<file path="src/rtl/baro_temp_pressure_compensation_unit_defines.svh">
// ----------------------------------------------------------------------------
// Assertion macros
// Shared concurrent assertion wrappers clocked on aclk
// ----------------------------------------------------------------------------
`ifndef BARO_TEMP_PRESSURE_COMPENSATION_UNIT_DEFINES_SVH
`define BARO_TEMP_PRESSURE_COMPENSATION_UNIT_DEFINES_SVH

// check that is off while reset is held
`define BPTC_ASSERT_RST(label, prop, msg) \
    label: assert property (@(posedge aclk) disable iff (!aresetn) prop) else $error(msg);

// check that holds through reset as well
`define BPTC_ASSERT_ALWAYS(label, prop, msg) \
    label: assert property (@(posedge aclk) prop) else $error(msg);

`endif

</file>
<file path="src/rtl/bptc_pkg.sv">
// ----------------------------------------------------------------------------
// Compensation package
// Widths, constants and shared types of the compensation pipeline
// ----------------------------------------------------------------------------
package bptc_pkg;

    localparam int RAW_W        = 20;
    localparam int COEF_W       = 16;
    localparam int TFINE_W      = 32;
    localparam int TC_W         = 24;
    localparam int PRESS_W      = 32;
    localparam int CFG_DATA_W   = 64;
    localparam int TFINE_OFFSET = 128000;
    localparam int RAW_FULL     = 1048576;
    localparam int PRESS_SCALE  = 3125;
    localparam int ROUND_HALF   = 128;
    localparam int P4_SHIFT     = 35;
    localparam int ONE_SHIFT    = 47;
    localparam int QUOT_W       = 48;
    localparam int DEN_W        = 41;
    localparam int DIVD_W       = 76;

    typedef enum logic [1:0] {
        REG_TEMP   = 2'd0,
        REG_PLOW   = 2'd1,
        REG_PHIGH  = 2'd2,
        REG_PNINE  = 2'd3
    } bptc_reg_t;

    typedef struct packed {
        logic [COEF_W-1:0] t1, t2, t3;
        logic [COEF_W-1:0] p1, p2, p3, p4, p5, p6, p7, p8, p9;
    } bptc_coef_t;

    typedef struct packed {
        logic [TFINE_W-1:0] tfine;
        logic [TC_W-1:0]    tc;
    } bptc_temp_t;

    typedef struct packed {
        bptc_temp_t temp;
        logic       neg;
        logic       den_zero;
    } bptc_side_t;

    typedef struct packed {
        logic [DEN_W-1:0]  rem;
        logic [QUOT_W-1:0] dvd_lo;
        logic [QUOT_W-1:0] quot;
        logic [DEN_W-1:0]  den;
        logic              ovf;
        bptc_side_t        side;
    } bptc_div_t;

endpackage

</file>
<file path="src/rtl/bptc_div_step.sv">
// ----------------------------------------------------------------------------
// Division step
// One registered restoring step, one quotient bit per stage
// ----------------------------------------------------------------------------
module bptc_div_step
    import bptc_pkg::*;
(
    input  logic      aclk,
    input  logic      aresetn,
    input  logic      adv,
    input  logic      in_valid,
    input  bptc_div_t in_data,
    output logic      out_valid,
    output bptc_div_t out_data
);

    logic [DEN_W:0] trial;
    logic [DEN_W:0] diff;
    logic           fits;
    logic           vld_reg;
    bptc_div_t      stage_reg, stage_next;

    always_comb begin
        trial = {in_data.rem, in_data.dvd_lo[QUOT_W-1]};
        diff  = trial - {1'b0, in_data.den};
        fits  = trial >= {1'b0, in_data.den};
        stage_next        = in_data;
        stage_next.rem    = fits ? diff[DEN_W-1:0] : trial[DEN_W-1:0];
        stage_next.dvd_lo = {in_data.dvd_lo[QUOT_W-2:0], 1'b0};
        stage_next.quot   = {in_data.quot[QUOT_W-2:0], fits};
    end

    always_ff @(posedge aclk) begin
        if (!aresetn) begin
            vld_reg <= 1'b0;
        end else if (adv) begin
            vld_reg <= in_valid;
        end
    end

    always_ff @(posedge aclk) begin
        if (adv) begin
            stage_reg <= stage_next;
        end
    end

    assign out_valid = vld_reg;
    assign out_data  = stage_reg;

endmodule

</file>
<file path="config.mk">
export PLATFORM = sky130hd
export DESIGN_NAME = bptc_div_step
export DESIGN_NICKNAME = d
export VERILOG_FILES = /design/src/rtl/baro_temp_pressure_compensation_unit_defines.svh /design/src/rtl/bptc_pkg.sv /design/src/rtl/bptc_div_step.sv
export SDC_FILE = /design/constraint.sdc
export NUM_CORES = 1
export LEC_CHECK = 0
export BUFFER_PORTS_ARGS = -buffer_cell sky130_fd_sc_hd__buf_2
export CAP_MARGIN = 40
export CORE_AREA = 4 4 186 188
export DETAILED_ROUTE_END_ITERATION = 16
export DIE_AREA = 0 0 190 192
export PLACE_DENSITY = 0.67
export SETUP_SLACK_MARGIN = 0.5
export SYNTH_ARGS = -nofsm -noshare
export SYNTH_HDL_FRONTEND = slang
export SYNTH_SLANG_ARGS = --single-unit
</file>
<file path="constraint.sdc">
create_clock -name aclk -period 3.35 [get_ports aclk]
set_input_delay 0.335 -clock aclk [delete_from_list [all_inputs] [get_ports aclk]]
set_output_delay 0.335 -clock aclk [all_outputs]
set_load 0.02 [all_outputs]
</file>
; Word level (Yosys, flattened, before mapping)
; Cells that the tools add are included.
[word_totals]
in_bits = 241
ff_bits = 237
out_inout_bits = 238
[op_classes]
n_lt_le_gt_ge = 1
addsub = 1
muxes = 1
[op_table]
columns = op, count
row1 = $ge 42x41->1, 1
row2 = $mux 41, 1
row3 = $sub 41x41->41, 1

; Longest topological paths before layout
[logic_depth]
depth_word = 2
ltp_mapped = 14
mapped_depth_nobuf = 12

; Least setup slack after synthesis
; No wires, ideal clock.
[synth_timing]
path_type = input to register
start = input in_data[195] (netlist bit)
end = register stage_reg, in the netlist out_data[204] (data pin)
path_buffers = 2
setup_time_ns = 0.260
setup_slack_ns = 0.191
arrival_ns = 2.899
path_stages = 13
path_cell_list = inv_1 > ha_1 > inv_1 > fa_1 > a21o_1 > a22o_1 > o31a_1 > a2111o_1 > o21ai_1 > o311a_4 > buf_6 > buf_2 > mux2_2
[synth_rtl]
columns = element, line_no
row1 = start: declaration, bptc_div_step.sv:12  ; input bptc_div_t in_data,
row2 = end signal: assignment, bptc_div_step.sv:43  ; stage_reg <= stage_next;
row3 = end: declaration, bptc_div_step.sv:21  ; bptc_div_t stage_reg, stage_next;

==> metrics <==
I/O pin total=479; met3 capacity usage during global routing=6.016%; fin util=49.19%; Cell variety after synth=67; multi-input logic area=0.002873 sq mm; share of cells above drive strength 1=39.40%; met2 usage=35.22%; DR pass1 iterations=5; gp weighted congestion=0.8812; worst-path fanout max=14; dpl hpwl=30010 um; final cycle utilization of the critical path=83.13%; pin count of the biggest net entering global routing=90; Area after DPL=0.01343 sq mm; port bufs=476; ys async rst share=0%; CTS H-Tree Depth=1; busiest grt layer=met2; # fillers=2901; power per cell area=521.9 mW/mm^2; Seq/Total Area, Yosys=69.60%; outcome=finished clean; routed vias=9012; Startpoint Class=primary input; dpl cells=1671; first-pass GRT wire length=57980 um; final cell count without fillers=1921; total core area=0.03311 sq mm; yosys warns=0; Initial Util=30.84%; Hold Crit Class=in2reg; max cap viols=0; Final Hold Fails=0; flop2flop setup slack=2690 ps; Most used DFF post-synth=edfxtp_1; CTS tree=done; post-route setup TNS=0 ps; Mapped Nets=1020; initial antenna violation count=15; vias in the first global route=9272; post-route ant nets=0; Slew Viols, Final=0; site row count=67; Die Span X=190 um; clock latency on the worst-skew pair=540 ps; upper clock frequency limit=0.3591 GHz; Critical Path AT=3070 ps; Mapped Cells=737; Reg2Reg Depth=2; Mapped Area=0.01021 sq mm; number of synthesized register bits=237; kind of critical path=in2reg; Final min period=2785 ps; RSZ-0062 raised after global routing=false; Layout Skew=0 ps; DR vias/cell=4.691; clk slew on worst S/H paths=60 ps; CTS Buffer Depth=3; Nets=1728; Seq. cell area=0.007107 sq mm; Max IR drop VDD=0.3377 mV; CTS Sinks=237; post-route cell area=0.01629 sq mm; Root Driver=clkbuf_16; worst hold path depth=1; Overall Power=8.501 mW; final setup fails=0; Fin Hold WS=24.57 ps; Total Wirelength=41080 um; Syn Area/Cell=13.85 sq um; Wirelength per Cell=21.38 um; GRT Total Usage=21.01%; number of synthesized flops with an enable pin=236; Syn-to-layout area delta=59.50%; cts bufs inserted=28; total gr overflow=0; setup slack after layout=565.2 ps; chip height=192 um; Worst EP required=3630 ps; DIE AREA=0.03648 sq mm; met1 usage in global routing=24.47%; starting DRC count in detailed routing=669; DR DRC count=0; crit end category=flop; worst slack, placed=4.191 ps; leakage power=7.017 nW
report_power, final:
| part | leakage (nW) | total, mW | internal [mW] | switching (mW) |
|---|---|---|---|---|
| logic | 4.26 | 1.84 | 0.740 | 1.10 |
| clock network | 0.437 | 2.99 | 1.74 | 1.25 |
| registers | 2.32 | 3.67 | 3.59 | 0.0760 |
layout make-up:
class,count,share of cell area [%]
Sequential cell,237,43.64
Tap cell,448,3.442
Antenna cell,6,0.09219
Inverter,57,1.390
Timing Repair Buffer,701,28.29
Clock buffer,33,4.548
Multi-Input combinational cell,420,17.64
Clock inverter,19,0.9680
synthesized netlist by cell type, types with 3 or more instances:
library cell / n / area share [%]
nor3_1: 10 / 0.49
nand2b_1: 6 / 0.37
nand4_1: 11 / 0.67
xor2_1: 14 / 1.2
mux2_2: 5 / 0.55
o21bai_1: 6 / 0.44
edfxtp_1: 236 / 69
o21ai_0: 58 / 2.8
buf_2: 4 / 0.20
nand2_1: 72 / 2.6
a21oi_1: 47 / 2.3
ha_1: 41 / 5.0
nand3_1: 9 / 0.44
and3_1: 3 / 0.18
a21o_1: 14 / 1.0
o21a_1: 5 / 0.37
a311oi_1: 5 / 0.43
nor2_1: 28 / 1.0
clkbuf_1: 17 / 0.62
o211ai_1: 10 / 0.74
a211o_1: 4 / 0.34
inv_1: 57 / 2.1
xnor2_1: 19 / 1.6
nor4_1: 4 / 0.25
critical path, cell delays in order:
cell      delay (ps)
buf_2            150
inv_12            60
ha_4             110
inv_2             30
fa_2             350
a21o_1           200
a22o_1           230
o31a_1           280
a2111o_1         410
o21ai_2          140
o311a_4          280
buf_12           150
mux2_2           330
placed cells by master, fill, tap and decap left out, types with 9 or more instances in the layout:
cell type | netlist | final
a21oi_1 | 47 | 47
nor3_1 | 10 | 9
o21ai_0 | 58 | 58
a21o_1 | 14 | 13
buf_4 | 1 | 31
nor2_1 | 28 | 28
nand3_1 | 9 | 9
xnor2_1 | 19 | 19
ha_1 | 41 | 37
dlygate4sd3_1 | 0 | 190
buf_2 | 4 | 475
nand2_1 | 72 | 72
xor2_1 | 14 | 14
o211ai_1 | 10 | 10
nand4_1 | 11 | 11
edfxtp_1 | 236 | 236
inv_1 | 57 | 55
clkbuf_16 | 0 | 29
kinds of logic after synthesis:
logic type | after synthesis | synth area share, %
compound gates | 180 | 11.22
xor+xnor | 33 | 2.831
fa+ha+maj | 42 | 5.220
buf+inv | 80 | 3.100
flops | 237 | 69.60
mux | 7 | 0.7474
other cells | 1 | 0.03672
simple gates | 157 | 7.242
sequential cells by signal, indices dropped and copies added (netlist names):
name       count
out_data     236
out_valid      1
routing by layer:
metal | share of wire [%] | wire, um
met1 | 38 | 15610
met2 | 47 | 19490
met3 | 8.2 | 3369
met4 | 6.1 | 2520
met5 | 0.22 | 90
worst paths after layout:
path	to	from
worst min register to register	out_valid	out_valid
worst max-delay path	out_data[204]	in_data[195]
worst min-delay path	out_data[91]	in_data[91]
worst max register to register	out_valid	out_valid
what timing repair did:
item,CTS,global route
hold buffers,190,0
setup buffers,0,2
endpoints found under the setup margin,0,5
resized for setup,0,4
endpoints found under the hold margin,190,0
(Power assumes the default switching activity.)
